### config.mk
export PLATFORM = sky130hd
export DESIGN_NAME = scenario_script_tokenizer
export DESIGN_NICKNAME = d
export VERILOG_FILES = /design/src/sst_pkg.sv /design/src/sst_lexer.sv /design/src/scenario_script_tokenizer.sv
export SDC_FILE = /design/constraint.sdc
export NUM_CORES = 1
export LEC_CHECK = 0
export ABC_AREA = 1
export ABC_CLOCK_PERIOD_IN_PS = 3500
export BUFFER_PORTS_ARGS = -buffer_cell sky130_fd_sc_hd__buf_2
export CORE_MARGIN = 4
export CORE_UTILIZATION = 25
export CTS_BUF_LIST = sky130_fd_sc_hd__clkbuf_4 sky130_fd_sc_hd__clkbuf_8 sky130_fd_sc_hd__clkbuf_16
export DETAILED_ROUTE_END_ITERATION = 12
export PLACE_DENSITY = 0.45
export SYNTH_ARGS = -nofsm -noshare
export SYNTH_HDL_FRONTEND = slang
export SYNTH_SLANG_ARGS = --single-unit
### constraint.sdc
create_clock -name clk_i -period 3.5 [get_ports clk_i]
set_input_delay 0.7 -clock clk_i [delete_from_list [all_inputs] [get_ports clk_i]]
set_output_delay 0.7 -clock clk_i [all_outputs]
set_load 0.1 [all_outputs]
### src/sst_pkg.sv
// Shared types, character codes and lookup functions for the scenario script tokenizer.
package sst_pkg;

  localparam int unsigned WIN_DEPTH = 9;
  localparam int unsigned MAX_RES   = 9;
  localparam int unsigned CNT_W     = $clog2(MAX_RES + 1);
  localparam int unsigned FILL_W    = $clog2(WIN_DEPTH + 1);

  localparam logic [7:0] CH_LBRACK = 8'h5B;  // '['
  localparam logic [7:0] CH_RBRACK = 8'h5D;  // ']'
  localparam logic [7:0] CH_SEMI   = 8'h3B;  // ';'
  localparam logic [7:0] CH_STAR   = 8'h2A;  // '*'
  localparam logic [7:0] CH_LF     = 8'h0A;  // newline

  localparam logic [1:0] KIND_TEXT  = 2'd0;
  localparam logic [1:0] KIND_TAG   = 2'd1;
  localparam logic [1:0] KIND_LABEL = 2'd2;

  localparam logic [3:0] SKIP_NAME_LEN = 4'd7;
  localparam logic [3:0] TAG_LEN_MAX   = 4'd15;

  typedef struct packed {
    logic [7:0] in_byte;
    logic       in_last;
  } in_item_t;

  typedef struct packed {
    logic [7:0] out_byte;
    logic [1:0] node_kind;
    logic       node_start;
    logic       run_last;
  } out_item_t;

  typedef struct packed {
    logic [CNT_W-1:0]           cnt;
    out_item_t [MAX_RES-1:0]    res;
  } sst_burst_t;

  // "iscript"
  function automatic logic [7:0] skip_name_char(input logic [2:0] idx);
    logic [7:0] ch;
    unique case (idx)
      3'd0:    ch = 8'h69;
      3'd1:    ch = 8'h73;
      3'd2:    ch = 8'h63;
      3'd3:    ch = 8'h72;
      3'd4:    ch = 8'h69;
      3'd5:    ch = 8'h70;
      3'd6:    ch = 8'h74;
      default: ch = 8'h00;
    endcase
    return ch;
  endfunction

  // "endscrip"
  function automatic logic [7:0] end_mark_char(input logic [2:0] idx);
    logic [7:0] ch;
    unique case (idx)
      3'd0:    ch = 8'h65;
      3'd1:    ch = 8'h6E;
      3'd2:    ch = 8'h64;
      3'd3:    ch = 8'h73;
      3'd4:    ch = 8'h63;
      3'd5:    ch = 8'h72;
      3'd6:    ch = 8'h69;
      default: ch = 8'h70;
    endcase
    return ch;
  endfunction

endpackage

### src/sst_lexer.sv
// Lexer state and per-byte decode: turns one script byte into a burst of tagged results.
module sst_lexer import sst_pkg::*; (
  input  logic       clk_i,
  input  logic       rst_ni,
  input  logic       step_i,
  input  in_item_t   item_i,
  output sst_burst_t burst_o
);

  typedef enum logic [2:0] {
    MODE_TEXT,
    MODE_TAG,
    MODE_COMMENT,
    MODE_LABEL,
    MODE_SKIP
  } mode_e;

  mode_e             mode_q, mode_d;
  logic              als_q, als_d;
  logic [7:0]        win_q [WIN_DEPTH];
  logic [7:0]        win_d [WIN_DEPTH];
  logic [FILL_W-1:0] fill_q, fill_d;
  logic [3:0]        len_q, len_d;
  logic              match_q, match_d;
  logic              begun_q, begun_d;

  always_comb begin
    logic [7:0] c;
    logic       full;
    logic       hit;
    logic [7:0] x;
    logic       has_head;
    logic       has_tail;
    logic       head_start;
    logic       tail_start;
    logic [1:0] tail_kind;

    c          = item_i.in_byte;
    mode_d     = mode_q;
    als_d      = als_q;
    win_d      = win_q;
    fill_d     = fill_q;
    len_d      = len_q;
    match_d    = match_q;
    begun_d    = begun_q;
    burst_o    = '0;
    full       = 1'b0;
    hit        = 1'b0;
    x          = 8'h00;
    has_head   = 1'b0;
    has_tail   = 1'b0;
    head_start = 1'b0;
    tail_start = 1'b0;
    tail_kind  = KIND_TEXT;

    if (mode_q == MODE_SKIP) begin
      // slide the window when full, otherwise append at the fill point
      full = (fill_q == FILL_W'(WIN_DEPTH));
      if (full) begin
        for (int i = 0; i < WIN_DEPTH - 1; i++) begin
          win_d[i] = win_q[i+1];
        end
        win_d[WIN_DEPTH-1] = c;
        fill_d = FILL_W'(WIN_DEPTH);
      end else begin
        for (int i = 0; i < WIN_DEPTH; i++) begin
          if (fill_q == FILL_W'(i)) begin
            win_d[i] = c;
          end
        end
        fill_d = fill_q + FILL_W'(1);
      end

      hit = (fill_d == FILL_W'(WIN_DEPTH));
      for (int i = 0; i < WIN_DEPTH - 1; i++) begin
        if (win_d[i+1] != end_mark_char(3'(i))) begin
          hit = 1'b0;
        end
      end

      if (hit) begin
        // replay the window as text: oldest byte decides the node, then the end mark
        fill_d = '0;
        x      = win_d[0];
        if (x == CH_LBRACK) begin
          mode_d     = MODE_TAG;
          has_tail   = 1'b1;
          tail_kind  = KIND_TAG;
          tail_start = 1'b1;
          len_d      = 4'd8;
          match_d    = 1'b0;
          begun_d    = 1'b1;
        end else if (als_q && x == CH_SEMI) begin
          mode_d  = MODE_COMMENT;
          begun_d = 1'b0;
        end else if (als_q && x == CH_STAR) begin
          mode_d     = MODE_LABEL;
          has_tail   = 1'b1;
          tail_kind  = KIND_LABEL;
          tail_start = 1'b1;
          begun_d    = 1'b1;
        end else begin
          mode_d     = MODE_TEXT;
          has_head   = (x != CH_LF);
          head_start = !begun_q;
          has_tail   = 1'b1;
          tail_kind  = KIND_TEXT;
          tail_start = !has_head && !begun_q;
          als_d      = 1'b0;
          begun_d    = 1'b1;
        end

        for (int i = 0; i < MAX_RES; i++) begin
          if (has_head) begin
            if (i == 0) begin
              burst_o.res[i] = '{out_byte: x, node_kind: KIND_TEXT,
                                 node_start: head_start, run_last: 1'b0};
            end else begin
              burst_o.res[i] = '{out_byte: end_mark_char(3'(i - 1)), node_kind: tail_kind,
                                 node_start: 1'b0, run_last: 1'b0};
            end
          end else if (i < MAX_RES - 1) begin
            burst_o.res[i] = '{out_byte: end_mark_char(3'(i)), node_kind: tail_kind,
                               node_start: (i == 0) ? tail_start : 1'b0, run_last: 1'b0};
          end
        end
        if (has_tail) begin
          burst_o.cnt = has_head ? CNT_W'(MAX_RES) : CNT_W'(MAX_RES - 1);
        end
      end
    end else begin
      unique case (mode_q)
        MODE_TEXT: begin
          if (c == CH_LBRACK) begin
            mode_d  = MODE_TAG;
            begun_d = 1'b0;
            len_d   = '0;
            match_d = 1'b1;
          end else if (als_q && c == CH_SEMI) begin
            mode_d  = MODE_COMMENT;
            begun_d = 1'b0;
          end else if (als_q && c == CH_STAR) begin
            mode_d  = MODE_LABEL;
            begun_d = 1'b0;
          end else begin
            if (c != CH_LF) begin
              burst_o.cnt    = CNT_W'(1);
              burst_o.res[0] = '{out_byte: c, node_kind: KIND_TEXT,
                                 node_start: !begun_q, run_last: 1'b0};
              begun_d        = 1'b1;
            end
            als_d = (c == CH_LF);
          end
        end
        MODE_TAG: begin
          if (c == CH_RBRACK) begin
            mode_d  = (match_q && len_q == SKIP_NAME_LEN) ? MODE_SKIP : MODE_TEXT;
            begun_d = 1'b0;
            fill_d  = '0;
          end else begin
            if (len_q >= SKIP_NAME_LEN || c != skip_name_char(len_q[2:0])) begin
              match_d = 1'b0;
            end
            if (len_q < TAG_LEN_MAX) begin
              len_d = len_q + 4'd1;
            end
            burst_o.cnt    = CNT_W'(1);
            burst_o.res[0] = '{out_byte: c, node_kind: KIND_TAG,
                               node_start: !begun_q, run_last: 1'b0};
            begun_d        = 1'b1;
          end
        end
        MODE_COMMENT: begin
          if (c == CH_LF) begin
            mode_d  = MODE_TEXT;
            begun_d = 1'b0;
          end
        end
        MODE_LABEL: begin
          if (c == CH_LF) begin
            mode_d  = MODE_TEXT;
            begun_d = 1'b0;
          end else begin
            burst_o.cnt    = CNT_W'(1);
            burst_o.res[0] = '{out_byte: c, node_kind: KIND_LABEL,
                               node_start: !begun_q, run_last: 1'b0};
            begun_d        = 1'b1;
          end
        end
        default: begin
          mode_d = MODE_TEXT;
        end
      endcase
    end

    // end of script: start the next one from a clean state
    if (item_i.in_last) begin
      mode_d  = MODE_TEXT;
      als_d   = 1'b1;
      fill_d  = '0;
      len_d   = '0;
      match_d = 1'b1;
      begun_d = 1'b0;
      for (int i = 0; i < WIN_DEPTH; i++) begin
        win_d[i] = 8'h00;
      end
    end
  end

  always_ff @(posedge clk_i or negedge rst_ni) begin
    if (!rst_ni) begin
      mode_q  <= MODE_TEXT;
      als_q   <= 1'b1;
      fill_q  <= '0;
      len_q   <= '0;
      match_q <= 1'b1;
      begun_q <= 1'b0;
      for (int i = 0; i < WIN_DEPTH; i++) begin
        win_q[i] <= 8'h00;
      end
    end else if (step_i) begin
      mode_q  <= mode_d;
      als_q   <= als_d;
      fill_q  <= fill_d;
      len_q   <= len_d;
      match_q <= match_d;
      begun_q <= begun_d;
      win_q   <= win_d;
    end
  end

endmodule

### src/scenario_script_tokenizer.sv
// Scenario script tokenizer top level: input register, lexer and result burst drain.
//
// Usage: script bytes enter on the in channel (in_valid_i/in_ready_o, payload
// in_data_i with in_byte and in_last); tagged content bytes leave on the out
// channel (out_valid_o/out_ready_i, payload out_data_o). Each input byte yields
// zero or one result, except the byte that completes the end mark of a skip
// region, which yields up to nine results (the replayed window).
// Path: a transferred byte is held in the input register, then decoded by the
// lexer into the burst register, from which its results transfer.
// Throughput: one byte per cycle while each byte yields at most one result and
// the receiver is ready; a nine-result burst holds the input until the single
// output port has drained the burst register, one result per cycle while out_ready_i is high.
// A new byte is taken while the last result of the previous burst transfers.
// Bytes that yield no result pass through and show nothing.
// Reset puts the lexer in text mode at line start with an empty window.
// When the receiver stalls, the burst register holds and the input register
// fills, after which in_ready_o drops until results drain.
module scenario_script_tokenizer import sst_pkg::*; (
  input  logic      clk_i,
  input  logic      rst_ni,
  input  logic      in_valid_i,
  output logic      in_ready_o,
  input  in_item_t  in_data_i,
  output logic      out_valid_o,
  input  logic      out_ready_i,
  output out_item_t out_data_o
);

  logic             in_vld_q;
  in_item_t         in_q;
  sst_burst_t       burst_q;
  sst_burst_t       burst;
  logic [CNT_W-1:0] cnt_q;
  logic [CNT_W-1:0] pos_q;
  logic             busy;
  logic             take;
  logic             final_take;
  logic             step;

  assign busy       = (cnt_q != '0);
  assign take       = busy && out_ready_i;
  assign final_take = take && ((pos_q + CNT_W'(1)) == cnt_q);
  assign step       = in_vld_q && (!busy || final_take);
  assign in_ready_o = !in_vld_q || step;

  sst_lexer u_lexer (
    .clk_i   (clk_i),
    .rst_ni  (rst_ni),
    .step_i  (step),
    .item_i  (in_q),
    .burst_o (burst)
  );

  always_ff @(posedge clk_i or negedge rst_ni) begin
    if (!rst_ni) begin
      in_vld_q <= 1'b0;
      cnt_q    <= '0;
      pos_q    <= '0;
    end else begin
      if (in_ready_o) begin
        in_vld_q <= in_valid_i;
      end
      if (step) begin
        cnt_q <= burst.cnt;
        pos_q <= '0;
      end else if (final_take) begin
        cnt_q <= '0;
        pos_q <= '0;
      end else if (take) begin
        pos_q <= pos_q + CNT_W'(1);
      end
    end
  end

  // payload registers
  always_ff @(posedge clk_i) begin
    if (in_ready_o && in_valid_i) begin
      in_q <= in_data_i;
    end
    if (step) begin
      burst_q <= burst;
    end
  end

  always_comb begin
    out_data_o          = burst_q.res[pos_q];
    out_data_o.run_last = ((pos_q + CNT_W'(1)) == cnt_q);
  end

  assign out_valid_o = busy;

endmodule

==> flow_summary.yaml <==
run_status:
  status: "finished clean"
floorplanning:
  die_h_um: 185.1
  ios: 27
  rows: 64
  core_um2: 30750
  initial_core_util_pct: 25.50
  die_area_um2: 34260
  fp.dieW_um: 185.1
yosys:
  ys_types: 40
  seq_area_frac_synth_pct: 40.06
  synthSimpleGateAreaFrac_pct: 37.52
  synth_top_family_by_area: "simple AND/OR/NAND/NOR gates"
  synthAdderAreaFrac_pct: 0.9575
  synth_compound_area_share_pct: 11.03
  yosys_warnings: 0
  avgSynthCellArea_um2: 6.689
  ys_ff_latch: 120
  netlist_instances: 1172
  synthMuxAreaShare_pct: 0
  synth_area_um2: 7840
  synth_xor_area_share_pct: 1.005
finish:
  drive_gt1_share_pct: 9.249
  layout_commonest_cell: "nand2_1"
  fin_util_pct: 29.65
  layout_common_cells: "394 x nand2_1, 129 x nor2_1, 128 x inv_1"
  antenna_cells: 0
  instances_no_fill: 1607
  fin_nets: 1217
  syn_to_final_growth_pct: 16.29
power:
  switching_share_pct: 48.52
  pwr-share-clk_pct: 28.6
  finalPower_uw: 6436
  p_int_uw: 3313
  switchingPower_uw: 3123
  ir_drop_mv: 0.5873
  p_leak_uw: 0.004203
  powerDensity_nw_per_um2: 705.9
  p_comb_share_pct: 43.2
  seqPwrFrac_pct: 28.2
routing:
  wirelength_mm: 27.07
  drt-vias-per-instance: 4.851
  drt_iter0_drc: 740
  firstDrtPassIters: 5
  remaining_drc_errors: 0
  vias: 7795
  wire_per_inst_um: 16.84
  antenna_left: 0
setup_path:
  worstPathRequired_ps: 3630
  crit_fanout: 26
  worst-setup-path-type: "flip-flop to flip-flop"
  critical_path_arrival_ps: 3320
  setup.worst_path.end_class: "flip-flop"
  setup.worst_path.start_class: "flip-flop"
grt:
  antenna_found_initial: 0
  grt_pass1_wl_mm: 43.30
  grt_pass1_vias: 7639
  grt_max_degree: 67
  grt_overflow: 0
  grt_use_total_pct: 16.10
place:
  numPortBuffers: 26
  dp.cells: 1575
  hpwl_mm: 19.47
  gp_congestion: 0.8979
clock_tree:
  cts.repair.resized: 0
  cts_root_buffer: "clkbuf_16"
  ctsHoldBuffers: 0
  cts_made_buffers: 17
  path_clk_slew_ps: 60
  cts_num_sinks: 120
  postCtsSetupBuffers: 0
  cts.path.max_buffers: 2
  cts-htree-levels: 4
  clk-insertion-delay-late_ps: 420
  cts_tree: "built"
timing:
  fmax_ghz: 0.3138
  max_slew_margin_pct: 32.02
  hold-worst-slack_ps: 225.0
  period_needed_ps: 3187
  slew_violations: 0
  setup_viol: 0
  clock_skew_ps: 16.66
  post-route-period-util_pct: 91.05
  fin_tns_setup_ps: 0
  hold_viol_final: 0
  worstMarginPinSlew_ps: 1018
  rsz0062_at_grt: "no"
job:
  max_cap_viol_count: 0
min_path:
  hold_path.class: "input port to asynchronous set/reset pin"
## synthesized netlist by cell type (all sizes together)
library cell	n	area (um^2)
nor4	1	6.260
or3	1	6.260
dfstp	2	52.55
a31oi	2	12.51
o22ai	38	237.7
nor2	137	554.3
a22o	1	8.760
a211oi	2	15.01
nand3	125	635.6
o2111ai	1	8.760
inv	134	503.0
dfrtp	91	2277
xor2	9	78.83
buf	25	153.9
nand4	25	156.4
ha	6	75.07
o31ai	1	7.510
edfxtp	27	810.8
o211ai	2	15.01
conb	1	3.750
and3	1	6.260
o21ai	87	435.4
clkinv	2	7.510
nor3	11	60.06
o32ai	2	17.52
a21oi	17	88.84
a221oi	2	17.52
nand2	400	1516
clkbuf	19	71.32
## per-layer routing
metal / up-vias / global-route usage (%) / wire [um]
li1: 3865 / - / -
met1: 3634 / 22.83 / 13050
met2: 254 / 25.48 / 12160
met3: 42 / 2.062 / 1247
met4: 0 / 5.344 / 604
met5: - / 0 / 0
## power groups by stage
stage	Clock [uW]	Sequential (uW)	Combinational, uW
after floorplan	0	1760	2220
after global placement	0	1840	2790
after detailed placement	0	1840	2780
after CTS	1890	1820	2780
after global routing	1940	1840	2990
final	1840	1810	2780
## sequential cells by signal (all words and copies together), names as in the netlist
signal / count
u_lexer.fill_q: 4
u_lexer.match_q: 1
in_q: 9
u_lexer.mode_q: 3
u_lexer.begun_q: 1
cnt_q: 2
u_lexer.len_q: 4
burst_q: 18
pos_q: 4
u_lexer.win_q: 72
in_vld_q: 1
u_lexer.als_q: 1
## stage by stage
stage / worst slack, ps / cell area [um^2]
6_report: 313.3 / 9117
2_1_floorplan: -278.0 / 7871
4_1_cts: 341.3 / 9117
5_1_grt: 67.68 / 9117
3_3_place_gp: 378.1 / 8497
3_5_place_dp: 376.6 / 8497
## cell families after synthesis
kind of cell    after synthesis
compound gates              155
flops                       120
buf+inv                     180
fa+ha+maj                     6
other cells                   1
simple gates                701
xor+xnor                      9
## worst max-delay path, stage by stage, from the launching register on
cell     delay (ps)
dfrtp_1         400
inv_1           130
nor2_4          360
nand2_2         160
inv_2           250
buf_12          220
buf_4           210
nand2_1         100
nand2_1         140
nor2_1           50
nand2_1         140
nor2_1           70
nand2_1          50
nor2_1           40
nand2_2         150
nor2_4           60
nand2_1         180
o21ai_0         170
## final timing paths
| kind | cells after the start | end | slack, ps | startpoint |
|---|---|---|---|---|
| worst max-delay path | 17 | burst_q[8] | 310 | u_lexer.fill_q[0] |
| worst min-delay path | 1 | u_lexer.win_q[27] | 230 | rst_ni |
| worst max register to register | 17 | burst_q[8] | 310 | u_lexer.fill_q[0] |
| worst min register to register | 2 | u_lexer.match_q | 480 | u_lexer.match_q |
| max in group asynchronous | 2 | u_lexer.als_q | 2540 | rst_ni |
| min in group clk_i | 1 | in_q[4] | 450 | in_data_i[4] |
## layout make-up
cell class | count | area [um^2]
Multi-Input combinational cell | 873 | 4000
Inverter | 136 | 510.5
Timing Repair Buffer | 50 | 350.3
Fill cell | 3421 | 21630
Clock buffer | 22 | 515.5
Sequential cell | 120 | 3141
Tap cell | 396 | 495.5
Clock inverter | 10 | 105.1
No activity file was read; power rests on OpenSTA's default activity.
